**src/rtl/emgbr_pkg.sv**
```systemverilog
package emgbr_pkg;

   // field widths fixed by the register map and result format
   localparam int THRESH_BITS = 12;
   localparam int PERIOD_BITS = 8;
   localparam int MINP_BITS   = 16;
   localparam int TMO_BITS    = 16;
   localparam int TGT_BITS    = 8;
   localparam int MS_BITS     = 24;
   localparam int PEAK_BITS   = 12;

   localparam int CSR_ADDR_BITS = 5;
   localparam int CSR_DATA_BITS = 32;
   localparam int CSR_IDX_BITS  = 3;

   localparam logic [MS_BITS-1:0]  MS_MAX  = {MS_BITS{1'b1}};
   localparam logic [TGT_BITS-1:0] REP_MAX = {TGT_BITS{1'b1}};

   // register indexes (byte address / 4)
   localparam logic [CSR_IDX_BITS-1:0] REG_THRESH_HIGH = 3'd0;
   localparam logic [CSR_IDX_BITS-1:0] REG_THRESH_LOW  = 3'd1;
   localparam logic [CSR_IDX_BITS-1:0] REG_PERIOD_MS   = 3'd2;
   localparam logic [CSR_IDX_BITS-1:0] REG_MIN_PULSE   = 3'd3;
   localparam logic [CSR_IDX_BITS-1:0] REG_TIMEOUT     = 3'd4;
   localparam logic [CSR_IDX_BITS-1:0] REG_TARGET_REPS = 3'd5;
   localparam logic [CSR_IDX_BITS-1:0] REG_TARGET_SETS = 3'd6;

   // register reset values
   localparam logic [THRESH_BITS-1:0] RST_THRESH_HIGH = 12'd1600;
   localparam logic [THRESH_BITS-1:0] RST_THRESH_LOW  = 12'd800;
   localparam logic [PERIOD_BITS-1:0] RST_PERIOD_MS   = 8'd30;
   localparam logic [MINP_BITS-1:0]   RST_MIN_PULSE   = 16'd250;
   localparam logic [TMO_BITS-1:0]    RST_TIMEOUT     = 16'd500;
   localparam logic [TGT_BITS-1:0]    RST_TARGET_REPS = 8'd10;
   localparam logic [TGT_BITS-1:0]    RST_TARGET_SETS = 8'd3;

   typedef struct packed {
      logic [THRESH_BITS-1:0] threshold_high;
      logic [THRESH_BITS-1:0] threshold_low;
      logic [PERIOD_BITS-1:0] period_ms;
      logic [MINP_BITS-1:0]   min_pulse_ms;
      logic [TMO_BITS-1:0]    timeout_ticks;
      logic [TGT_BITS-1:0]    target_reps;
      logic [TGT_BITS-1:0]    target_sets;
   } cfg_type;

   typedef struct packed {
      logic                 rep_done;
      logic                 set_done;
      logic                 workout_done;
      logic                 in_pulse;
      logic [TGT_BITS-1:0]  rep_number;
      logic [MS_BITS-1:0]   width_ms;
      logic [MS_BITS-1:0]   gap_ms;
      logic [PEAK_BITS-1:0] peak_level;
      logic [MS_BITS-1:0]   rise_ms;
      logic [MS_BITS-1:0]   fall_ms;
   } result_type;

endpackage

```
**src/rtl/emgbr_csr.sv**
```systemverilog
module emgbr_csr (
   input  logic                                 clock,
   input  logic                                 reset,
   input  logic                                 psel,
   input  logic                                 penable,
   input  logic                                 pwrite,
   input  logic [emgbr_pkg::CSR_ADDR_BITS-1:0]  paddr,
   input  logic [emgbr_pkg::CSR_DATA_BITS-1:0]  pwdata,
   output logic [emgbr_pkg::CSR_DATA_BITS-1:0]  prdata,
   output emgbr_pkg::cfg_type                   cfg
);
   import emgbr_pkg::*;

   cfg_type                  cfg_ff;
   cfg_type                  cfg_in;
   logic [CSR_IDX_BITS-1:0]  idx;
   logic                     wr_en;

   assign idx   = paddr[CSR_ADDR_BITS-1:2];
   assign wr_en = psel && penable && pwrite;

   always_comb begin
      cfg_in = cfg_ff;
      if (wr_en) begin
         unique case (idx)
            REG_THRESH_HIGH: cfg_in.threshold_high = pwdata[THRESH_BITS-1:0];
            REG_THRESH_LOW:  cfg_in.threshold_low  = pwdata[THRESH_BITS-1:0];
            REG_PERIOD_MS:   cfg_in.period_ms      = pwdata[PERIOD_BITS-1:0];
            REG_MIN_PULSE:   cfg_in.min_pulse_ms   = pwdata[MINP_BITS-1:0];
            REG_TIMEOUT:     cfg_in.timeout_ticks  = pwdata[TMO_BITS-1:0];
            REG_TARGET_REPS: cfg_in.target_reps    = pwdata[TGT_BITS-1:0];
            REG_TARGET_SETS: cfg_in.target_sets    = pwdata[TGT_BITS-1:0];
            default:         cfg_in = cfg_ff;
         endcase
      end
   end

   always_comb begin
      unique case (idx)
         REG_THRESH_HIGH: prdata = CSR_DATA_BITS'(cfg_ff.threshold_high);
         REG_THRESH_LOW:  prdata = CSR_DATA_BITS'(cfg_ff.threshold_low);
         REG_PERIOD_MS:   prdata = CSR_DATA_BITS'(cfg_ff.period_ms);
         REG_MIN_PULSE:   prdata = CSR_DATA_BITS'(cfg_ff.min_pulse_ms);
         REG_TIMEOUT:     prdata = CSR_DATA_BITS'(cfg_ff.timeout_ticks);
         REG_TARGET_REPS: prdata = CSR_DATA_BITS'(cfg_ff.target_reps);
         REG_TARGET_SETS: prdata = CSR_DATA_BITS'(cfg_ff.target_sets);
         default:         prdata = '0;
      endcase
   end

   always_ff @(posedge clock) begin
      if (reset) begin
         cfg_ff.threshold_high <= RST_THRESH_HIGH;
         cfg_ff.threshold_low  <= RST_THRESH_LOW;
         cfg_ff.period_ms      <= RST_PERIOD_MS;
         cfg_ff.min_pulse_ms   <= RST_MIN_PULSE;
         cfg_ff.timeout_ticks  <= RST_TIMEOUT;
         cfg_ff.target_reps    <= RST_TARGET_REPS;
         cfg_ff.target_sets    <= RST_TARGET_SETS;
      end else begin
         cfg_ff <= cfg_in;
      end
   end

   assign cfg = cfg_ff;

endmodule

```
**src/rtl/emgbr_core.sv**
```systemverilog
module emgbr_core #(
   parameter int SAMPLE_BITS = 12,
   parameter int COUNT_BITS  = 16
) (
   input  logic                   clock,
   input  logic                   reset,
   input  logic                   step_en,
   input  logic [SAMPLE_BITS-1:0] sample,
   input  emgbr_pkg::cfg_type     cfg,
   output emgbr_pkg::result_type  result
);
   import emgbr_pkg::*;

   localparam int CMP_BITS  = (SAMPLE_BITS > THRESH_BITS) ? SAMPLE_BITS : THRESH_BITS;
   localparam int PROD_BITS = COUNT_BITS + PERIOD_BITS;
   localparam int EXT_BITS  = (PROD_BITS > MS_BITS) ? PROD_BITS : MS_BITS;
   localparam int TMO_CMP_BITS = (COUNT_BITS > TMO_BITS) ? COUNT_BITS : TMO_BITS;
   localparam logic [COUNT_BITS-1:0] CNT_MAX = {COUNT_BITS{1'b1}};

   // per-pulse and per-set state
   logic                   active_ff,      active_in;
   logic [COUNT_BITS-1:0]  pulse_ticks_ff, pulse_ticks_in;
   logic [COUNT_BITS-1:0]  idle_ticks_ff,  idle_ticks_in;
   logic [COUNT_BITS-1:0]  gap_ff,         gap_in;
   logic [SAMPLE_BITS-1:0] peak_value_ff,  peak_value_in;
   logic [COUNT_BITS-1:0]  peak_tick_ff,   peak_tick_in;
   logic [TGT_BITS-1:0]    reps_ff,        reps_in;
   logic [TGT_BITS-1:0]    sets_ff,        sets_in;
   logic [COUNT_BITS-1:0]  since_ff,       since_in;

   logic                   is_high;
   logic                   is_mid;
   logic                   done_before;
   logic                   long_enough;
   logic                   rep_hit;
   logic                   set_hit;
   logic                   wod_hit;
   logic [COUNT_BITS-1:0]  fall_ticks;
   logic [PROD_BITS-1:0]   width_prod;
   logic [PROD_BITS-1:0]   gap_prod;
   logic [PROD_BITS-1:0]   rise_prod;
   logic [PROD_BITS-1:0]   fall_prod;

   function automatic logic [COUNT_BITS-1:0] inc_sat(input logic [COUNT_BITS-1:0] v);
      return (v == CNT_MAX) ? v : v + COUNT_BITS'(1);
   endfunction

   function automatic logic [MS_BITS-1:0] ms_sat(input logic [PROD_BITS-1:0] p);
      logic [EXT_BITS-1:0] e;
      e = EXT_BITS'(p);
      return (e > EXT_BITS'(MS_MAX)) ? MS_MAX : e[MS_BITS-1:0];
   endfunction

   assign is_high = CMP_BITS'(sample) >= CMP_BITS'(cfg.threshold_high);
   assign is_mid  = CMP_BITS'(sample) >= CMP_BITS'(cfg.threshold_low);
   assign done_before = (cfg.target_sets != '0) && (sets_ff >= cfg.target_sets);

   // one multiplier per reported time, each off stored state
   assign fall_ticks = (pulse_ticks_ff >= peak_tick_ff) ? pulse_ticks_ff - peak_tick_ff : '0;
   assign width_prod = PROD_BITS'(pulse_ticks_ff) * PROD_BITS'(cfg.period_ms);
   assign gap_prod   = PROD_BITS'(gap_ff) * PROD_BITS'(cfg.period_ms);
   assign rise_prod  = PROD_BITS'(peak_tick_ff) * PROD_BITS'(cfg.period_ms);
   assign fall_prod  = PROD_BITS'(fall_ticks) * PROD_BITS'(cfg.period_ms);
   assign long_enough = EXT_BITS'(width_prod) > EXT_BITS'(cfg.min_pulse_ms);

   always_comb begin
      active_in      = active_ff;
      pulse_ticks_in = pulse_ticks_ff;
      idle_ticks_in  = idle_ticks_ff;
      gap_in         = gap_ff;
      peak_value_in  = peak_value_ff;
      peak_tick_in   = peak_tick_ff;
      reps_in        = reps_ff;
      sets_in        = sets_ff;
      since_in       = since_ff;
      rep_hit        = 1'b0;
      set_hit        = 1'b0;
      wod_hit        = 1'b0;
      result         = '0;

      if (done_before) begin
         result.workout_done = 1'b1;
      end else begin
         if (is_high) begin
            if (!active_ff) begin
               active_in      = 1'b1;
               gap_in         = (reps_ff != '0) ? idle_ticks_ff : '0;
               pulse_ticks_in = '0;
               peak_value_in  = '0;
               peak_tick_in   = '0;
            end else begin
               pulse_ticks_in = inc_sat(pulse_ticks_ff);
            end
            if (sample > peak_value_in) begin
               peak_value_in = sample;
               peak_tick_in  = pulse_ticks_in;
            end
         end else if (is_mid) begin
            if (active_ff) begin
               pulse_ticks_in = inc_sat(pulse_ticks_ff);
            end else begin
               idle_ticks_in = inc_sat(idle_ticks_ff);
            end
         end else if (active_ff) begin
            if (long_enough) begin
               active_in         = 1'b0;
               idle_ticks_in     = '0;
               rep_hit           = 1'b1;
               result.width_ms   = ms_sat(width_prod);
               result.gap_ms     = ms_sat(gap_prod);
               result.peak_level = PEAK_BITS'(peak_value_ff);
               result.rise_ms    = ms_sat(rise_prod);
               result.fall_ms    = ms_sat(fall_prod);
               reps_in           = (reps_ff == REP_MAX) ? reps_ff : reps_ff + TGT_BITS'(1);
            end
         end else begin
            idle_ticks_in = inc_sat(idle_ticks_ff);
         end

         since_in = rep_hit ? '0 : inc_sat(since_ff);

         // set closes on timeout after a rep or on reaching the rep target
         if (((reps_in != '0) &&
              (TMO_CMP_BITS'(since_in) >= TMO_CMP_BITS'(cfg.timeout_ticks)))
             || ((cfg.target_reps != '0) && (reps_in == cfg.target_reps))) begin
            set_hit   = 1'b1;
            sets_in   = (sets_ff == REP_MAX) ? sets_ff : sets_ff + TGT_BITS'(1);
            reps_in   = '0;
            active_in = 1'b0;
         end

         if ((cfg.target_sets != '0) && (sets_in >= cfg.target_sets)) begin
            wod_hit   = 1'b1;
            reps_in   = '0;
            active_in = 1'b0;
         end

         result.rep_done     = rep_hit;
         result.set_done     = set_hit;
         result.workout_done = wod_hit;
         result.in_pulse     = active_in;
         result.rep_number   = reps_in;
      end
   end

   always_ff @(posedge clock) begin
      if (reset) begin
         active_ff      <= 1'b0;
         pulse_ticks_ff <= '0;
         idle_ticks_ff  <= '0;
         gap_ff         <= '0;
         peak_value_ff  <= '0;
         peak_tick_ff   <= '0;
         reps_ff        <= '0;
         sets_ff        <= '0;
         since_ff       <= '0;
      end else if (step_en) begin
         active_ff      <= active_in;
         pulse_ticks_ff <= pulse_ticks_in;
         idle_ticks_ff  <= idle_ticks_in;
         gap_ff         <= gap_in;
         peak_value_ff  <= peak_value_in;
         peak_tick_ff   <= peak_tick_in;
         reps_ff        <= reps_in;
         sets_ff        <= sets_in;
         since_ff       <= since_in;
      end
   end

endmodule

```
**src/rtl/emg_burst_rep_detector_unit.sv**
```systemverilog
// path: a request waits in the input register; its result is held in the result register
// throughput: one request per cycle unless stalled; the per-sample step (compares,
//   saturating counters, four 16x8 tick-to-ms multipliers) sits between the input and result registers
// reset: synchronous, active high; clears valid flags, all tick/rep/set state,
//   and loads the registers with their default thresholds, period and targets
module emg_burst_rep_detector_unit #(
   parameter int SAMPLE_BITS = 12,
   parameter int COUNT_BITS  = 16
) (
   input  logic                                  clock,
   input  logic                                  reset,
   // sample requests
   input  logic                                  req_valid,
   output logic                                  req_stall,
   input  logic [SAMPLE_BITS-1:0]                req_sample,
   // per-sample results
   output logic                                  rsp_valid,
   input  logic                                  rsp_stall,
   output logic                                  rsp_rep_done,
   output logic                                  rsp_set_done,
   output logic                                  rsp_workout_done,
   output logic                                  rsp_in_pulse,
   output logic [emgbr_pkg::TGT_BITS-1:0]        rsp_rep_number,
   output logic [emgbr_pkg::MS_BITS-1:0]         rsp_width_ms,
   output logic [emgbr_pkg::MS_BITS-1:0]         rsp_gap_ms,
   output logic [emgbr_pkg::PEAK_BITS-1:0]       rsp_peak_level,
   output logic [emgbr_pkg::MS_BITS-1:0]         rsp_rise_ms,
   output logic [emgbr_pkg::MS_BITS-1:0]         rsp_fall_ms,
   // register port
   input  logic                                  csr_psel,
   input  logic                                  csr_penable,
   input  logic                                  csr_pwrite,
   input  logic [emgbr_pkg::CSR_ADDR_BITS-1:0]   csr_paddr,
   input  logic [emgbr_pkg::CSR_DATA_BITS-1:0]   csr_pwdata,
   output logic [emgbr_pkg::CSR_DATA_BITS-1:0]   csr_prdata,
   output logic                                  csr_pready
);
   import emgbr_pkg::*;

   // input register: holds one accepted request
   logic                   in_valid_ff;
   logic [SAMPLE_BITS-1:0] in_sample_ff;

   // result register: one finished request waiting to be taken
   logic                   out_valid_ff, out_valid_in;
   result_type             out_ff;

   cfg_type                cfg;
   result_type             step_result;
   logic                   advance;

   // the held request moves on when the result register is free or being emptied
   assign advance   = in_valid_ff && (!out_valid_ff || !rsp_stall);
   // the input register only refuses while it is full and cannot move on
   assign req_stall = in_valid_ff && !advance;

   assign csr_pready = 1'b1;

   emgbr_csr u_csr (
      .clock   (clock),
      .reset   (reset),
      .psel    (csr_psel),
      .penable (csr_penable),
      .pwrite  (csr_pwrite),
      .paddr   (csr_paddr),
      .pwdata  (csr_pwdata),
      .prdata  (csr_prdata),
      .cfg     (cfg)
   );

   // detector state only steps when a request leaves the input register
   emgbr_core #(
      .SAMPLE_BITS (SAMPLE_BITS),
      .COUNT_BITS  (COUNT_BITS)
   ) u_core (
      .clock   (clock),
      .reset   (reset),
      .step_en (advance),
      .sample  (in_sample_ff),
      .cfg     (cfg),
      .result  (step_result)
   );

   always_comb begin
      out_valid_in = out_valid_ff;
      if (advance) begin
         out_valid_in = 1'b1;
      end else if (!rsp_stall) begin
         out_valid_in = 1'b0;
      end
   end

   // control flags
   always_ff @(posedge clock) begin
      if (reset) begin
         in_valid_ff  <= 1'b0;
         out_valid_ff <= 1'b0;
      end else begin
         if (!req_stall) begin
            in_valid_ff <= req_valid;
         end
         out_valid_ff <= out_valid_in;
      end
   end

   // payload registers, no reset needed
   always_ff @(posedge clock) begin
      if (req_valid && !req_stall) begin
         in_sample_ff <= req_sample;
      end
      if (advance) begin
         out_ff <= step_result;
      end
   end

   assign rsp_valid        = out_valid_ff;
   assign rsp_rep_done     = out_ff.rep_done;
   assign rsp_set_done     = out_ff.set_done;
   assign rsp_workout_done = out_ff.workout_done;
   assign rsp_in_pulse     = out_ff.in_pulse;
   assign rsp_rep_number   = out_ff.rep_number;
   assign rsp_width_ms     = out_ff.width_ms;
   assign rsp_gap_ms       = out_ff.gap_ms;
   assign rsp_peak_level   = out_ff.peak_level;
   assign rsp_rise_ms      = out_ff.rise_ms;
   assign rsp_fall_ms      = out_ff.fall_ms;

endmodule

```
**config.mk**
```make
export PLATFORM = sky130hd
export DESIGN_NAME = emg_burst_rep_detector_unit
export DESIGN_NICKNAME = d
export VERILOG_FILES = /design/src/rtl/emgbr_pkg.sv /design/src/rtl/emgbr_csr.sv /design/src/rtl/emgbr_core.sv /design/src/rtl/emg_burst_rep_detector_unit.sv
export SDC_FILE = /design/constraint.sdc
export NUM_CORES = 2
export LEC_CHECK = 0
export ABC_AREA = 0
export BUFFER_PORTS_ARGS = -buffer_cell sky130_fd_sc_hd__buf_4
export CAP_MARGIN = 15
export CORE_ASPECT_RATIO = 0.9
export CORE_MARGIN = 2
export CORE_UTILIZATION = 48
export DETAILED_ROUTE_END_ITERATION = 8
export MAX_ROUTING_LAYER = met4
export PLACE_DENSITY = 0.75
export REMOVE_ABC_BUFFERS = 1
export SYNTH_ARGS = -nofsm -noshare
export SYNTH_HDL_FRONTEND = slang
export SYNTH_HIERARCHICAL = 1
export SYNTH_SLANG_ARGS = --single-unit
```
**constraint.sdc**
```tcl
create_clock -name clock -period 33.9 [get_ports clock]
set_clock_uncertainty 0.1 [all_clocks]
set_input_delay 6.78 -clock clock [delete_from_list [all_inputs] [get_ports clock]]
set_output_delay 6.78 -clock clock [all_outputs]
set_load 0.05 [all_outputs]
```
# Word-level counts from Yosys, hierarchy flattened
# Cells that the tools add are included.
totals:
  ff_bits: 323
  in_bits: 56
  out_inout_bits: 155
  word_cells: 158
classes:
  add_sub_neg: 6
  multipliers: 4
  n_lt_le_gt_ge: 12
  eq_ne: 16
  muxes: 51
  bitwise_logic: 4
  n_reduce_logical: 36
ops:
  columns: ["cell", "count"]
  rows:
  - ["$mux 16", 16]
  - ["$pmux 16 s7", 1]
  - ["$gt 24x24->1 const B", 4]
  - ["$mul 16x8->24", 4]
  - ["$mux 24", 4]
  - ["$mux 8", 11]
  - ["$add 16x1->16 const B", 3]
  - ["$eq 16x16->1 const B", 3]
  - ["$mux 12", 4]
  - ["$ge 16x16->1", 2]
  - ["$reduce_bool 8->1", 4]
  - ["$ge 12x12->1", 2]
  - ["$gt 24x16->1", 1]
  - ["$add 8x1->8 const B", 2]
  - ["$eq 8x8->1 const B", 2]
  - ["$ge 8x8->1", 2]
  - ["$reduce_and 2->1", 8]
  - ["$sub 16x16->16", 1]
  - ["$mux 1", 15]
  - ["$gt 12x12->1", 1]
  - ["$reduce_and 4->1", 3]
  - ["$eq 3x3->1 const B", 3]
  - ["$logic_and 1x1->1", 9]
  - ["$eq 8x8->1", 1]
  - ["12 further kinds", 23]

# Logic depth before layout (Yosys ltp)
logic_depth:
  word_depth: 16
  ltp_mapped: 58

# By module
# Netlist, hierarchy kept.
modules_own_cells:
  columns: ["module", "n_inst", "cells_per_inst", "area_each_um2"]
  rows:
  - ["emgbr_core", 1, 3145, 25007.7]
  - ["emg_burst_rep_detector_unit", 1, 144, 4061.4]
  - ["emgbr_csr", 1, 427, 4040.1]

# Worst setup path before layout
# OpenSTA, ideal clock, no wires.
synth_path:
  path_kind: "input to register"
  from: "input rsp_stall"
  to: "register u_core.idle_ticks_ff[10]"
  setup_time_ps: 128
  t_arrival_ps: 19466
  required_time_ps: 33672
  setup_slack_ps: 14206
  cell_stages: 5
  n_path_buf: 1
  cell_sequence: "a21boi_0 o21ai_0 o41ai_1 clkbuf_1 nor2_1"
synth_between:
  elab_chain_len: 4
synth_rtl:
  columns: ["item", "line", "source"]
  rows:
  - ["from (decl)", "emg_burst_rep_detector_unit.sv:18", "input logic rsp_stall,"]
  - ["$logic_not 1->1", null, null]
  - ["$logic_or 1x1->1", "emg_burst_rep_detector_unit.sv:53", "assign advance = in_valid_ff && (!out_valid_ff || !rsp_stall);"]
  - ["$logic_and 1x1->1", "emg_burst_rep_detector_unit.sv:53", null]
  - ["$reduce_and 5->1 (no line)", null, null]
  - ["to (signal assigned)", "emgbr_core.sv:160", "idle_ticks_ff <= idle_ticks_in;"]
  - ["to (decl)", "emgbr_core.sv:23", "logic [COUNT_BITS-1:0] idle_ticks_ff, idle_ticks_in;"]
# Every way passes these cells.
# A chain may end at the register's enable or synchronous reset.

# Final worst setup path
layout_path:
  from: "input csr_paddr[2] (netlist bit)"
  to: "output csr_prdata[4] (netlist bit)"
layout_between:
  elab_chain_len: 2
layout_rtl:
  columns: ["item", "line", "source"]
  rows:
  - ["from (decl)", "emg_burst_rep_detector_unit.sv:33", "input logic [emgbr_pkg::CSR_ADDR_BITS-1:0] csr_paddr,"]
  - ["$eq 3x3->1, or another cell as far along", "emgbr_csr.sv:39", "unique case (idx)"]
  - ["$pmux 16 s7 (*)", "emgbr_csr.sv:39", null]
  - ["to (decl)", "emg_burst_rep_detector_unit.sv:35", "output logic [emgbr_pkg::CSR_DATA_BITS-1:0] csr_prdata,"]
# Mark *: on every way between the ends. The rest lies on a longest branch, timed or not.

==> qor.csv <==
metric;value;unit
arrival;8280;ps
final_cells;4730;
cp_slowest_stage_delay;420;ps
cts_resized;0;
ir_drop;0.0275;mV
via_per_inst;5.50;
drc;0;
post_synth_xor_area_fraction;2.96;%
use_met3;3.74;%
yosysMostFrequentCell;inv_1;
yosysTopAreaCell;fa_1;
antenna_found_initial;0;
path_cells;buf_4 -> and2_0 -> a2bb2oi_1 -> o221ai_1 -> buf_4;
dr.first_iter.drc_count;1996;
critPathTopFamily;buffers and inverters;
clockRootBuffer;clkbuf_16;
vias;26001;
use_met2;38.8;%
num_io_pins;211;
synth_ff_type;dfxtp_1;
synth.area.mux_share;3.13;%
rows;91;
holdBufCountCts;0;
grt.busiest_layer;met2;
fin_nets;4442;
start_util;48.4;%
synthCells;3716;
critical_path_class;in2out;
path_clk_slew;60;ps
p_leak;16.9;nW
drv_slew;0;
setup_tns;0;ps
postRouteWirelength;82200;um
grt_pass1_wl;136000;um
status;complete, no violations;
cts_tree;done;
cts_made_buffers;40;
yosysUniqueCellTypes;98;
die_w;281;um
synth_area_leaders;fa_1, edfxtp_1, dfxtp_1;
gp_congestion;0.935;
grt_use_total;24.3;%
ys_warn_count;6;
synth_adder_area_share;31.0;%
period_share;44.7;%
synth-compound-area-share;9.99;%
synthesis.area;33100;um2
maxCapViolCount;0;
use_met1;32.4;%
synth_top_family_by_area;adder cells;
startpoint_type;input pin;
antenna_left;0;
synth-simple-area-share;21.4;%
core;68400;um2
layout_min_cycle_time;15160;ps
hpwl;59500;um
drive_above_1_share;9.29;%
finalSetupViolCount;0;
r2r-start;u_csr/cfg[50]$_SDFFE_PP1P_;
crit_fanout;31;
portBuffers;175;
postSynthAreaPerCell;8.91;um2
max_freq;66.0;MHz
dr.pass1.iters;7;
worstMarginPinSlew;1050;ps
htreeDepth;2;
die_y;253;um
critPathBufInv;2;
hold_viol_final;0;
rsz0062_at_grt;false;
clk_latency;580;ps
synth_commonest_cells;inv_1, nand2_1, fa_1;
clk_path_buf_depth;3;
cpMostUsedCell;buf_4;
grt_pass1_vias;26068;
post_cts_buffers;0;
ys_seq_elements;323;
hold_start;u_core/since_ff[4]$_SDFFE_PP0P_;
hold_path_class;reg2reg;
synth_edf_count;132;
globalRouteOverflowTotal;0;
max_slew_margin;29.4;%
wire_per_inst;17.4;um
grt_max_degree;89;
crit_slowest_cell;and2_0;
die-area;71100;um2
endpoint_kind;output pin;
dp_cells;4655;
yosysTopAreaCellShare;20.4;%
async_flop_share;0;%
cts_sinks;323;
yosysSeqAreaShare;23.5;%
required;27020;ps
syn2layout_area_growth;9.76;%
critPathLaunch;csr_paddr[2];
p_per_area;26.2;nW/um2
## registers in the layout (all words and copies together) (netlist names)
name                   flops
u_core/active_ff           1
rsp_valid                  1
u_core/peak_value_ff      12
u_core/gap_ff             16
rsp_fall_ms               24
rsp_rep_done               1
rsp_width_ms              24
rsp_in_pulse               1
u_csr/cfg                 80
u_core/pulse_ticks_ff     16
u_core/peak_tick_ff       16
rsp_gap_ms                24
u_core/sets_ff             8
rsp_workout_done           1
rsp_rise_ms               24
u_core/idle_ticks_ff      16
rsp_peak_level            12
in_valid_ff                1
u_core/reps_ff             8
in_sample_ff              12
rsp_rep_number             8
u_core/since_ff           16
rsp_set_done               1
## per-layer routing
metal / vias up / routed length (um)
met1: 12827 / 36400
li1: 12298 / -
met5: - / 0
met3: 108 / 5390
met2: 768 / 38700
met4: 0 / 1780
## layout by cell type, fill, tap and decap left out, types with 8 or more instances in the layout
master / count
and3_1: 27
nand3_1: 98
a211o_1: 11
a211oi_1: 11
edfxtp_1: 132
nor2b_1: 44
nor4_1: 14
o21a_1: 15
xor2_1: 50
or3_1: 8
mux2i_1: 86
nand2_1: 366
a31oi_1: 18
inv_1: 451
ha_1: 282
o211ai_1: 20
xnor2_1: 62
a2bb2oi_1: 12
or4_1: 8
o21ai_0: 89
nor3_1: 66
nor2_1: 263
nand2b_1: 75
and2_1: 318
nor3b_1: 16
nand4_1: 33
nand3b_1: 9
or2_2: 13
a22oi_1: 19
clkbuf_16: 45
o21bai_1: 19
dfxtp_2: 8
a21oi_1: 167
buf_4: 205
dfxtp_1: 183
a21o_1: 42
mux2_2: 11
conb_1: 17
fa_1: 337
## worst min-delay path: cells and delay by family, from the launching register on
kind             cells  cell delay [ps]
flip-flops           1              320
AND/OR/NAND/NOR      1               60
AO/OA/AOI/OAI        1               50
## cells by family (layout without fill, tap and decap cells)
| kind of cell | Yosys count | after routing |
|---|---|---|
| AOI/OAI and AO/OA | 505 | 505 |
| xor gates and xnor gates | 112 | 112 |
| adders and majority gates | 619 | 619 |
| buffers and inverters | 663 | 731 |
| DFF | 323 | 323 |
| muxes | 101 | 101 |
| other | 2 | 18 |
| and+or+nand+nor | 1391 | 1391 |
## layout make-up
type / count / area (um2)
fillers: 6142 / 32100
multi-input cells: 2745 / 22800
flip-flops and latches: 323 / 7800
inverters: 452 / 1700
repair buffers: 205 / 1540
clock buffers: 52 / 1200
well taps: 930 / 1160
clock inverters: 22 / 143
diodes: 1 / 2.50
## power by group
| group | switching, W | internal, W | leakage, nW |
|---|---|---|---|
| clock network | 0.000185 | 0.000253 | 0.677 |
| logic | 0.0000695 | 0.0000275 | 13.4 |
| registers | 0.00000550 | 0.000412 | 2.79 |
## final timing paths
path | slack [ps] | depth (start not counted) | end
worst max-delay path | 18740 | 5 | csr_prdata[4]
worst min-delay path | 380 | 2 | u_core/since_ff[4]$_SDFFE_PP0P_
worst max register to register | 21030 | 50 | rsp_rep_number[0]$_DFFE_PP_
worst min register to register | 380 | 2 | u_core/since_ff[4]$_SDFFE_PP0P_
## metrics by stage
step | worst slack [ps] | cell area, um2 | util (%) | total power (W) | hold slack (ps)
floorplan | 8810 | 32200 | - | 0.000487 | 351
global placement | 18750 | 35000 | 51.1 | 0.000521 | 368
detailed placement | 18760 | 35000 | 51.1 | 0.000522 | 373
CTS | 18770 | 36300 | 53.1 | 0.000963 | 381
global route | 18670 | 36300 | 53.1 | 0.000985 | 402
finish | 18740 | 36300 | 53.1 | 0.000953 | 383
Power figures use the tool's default switching activity.
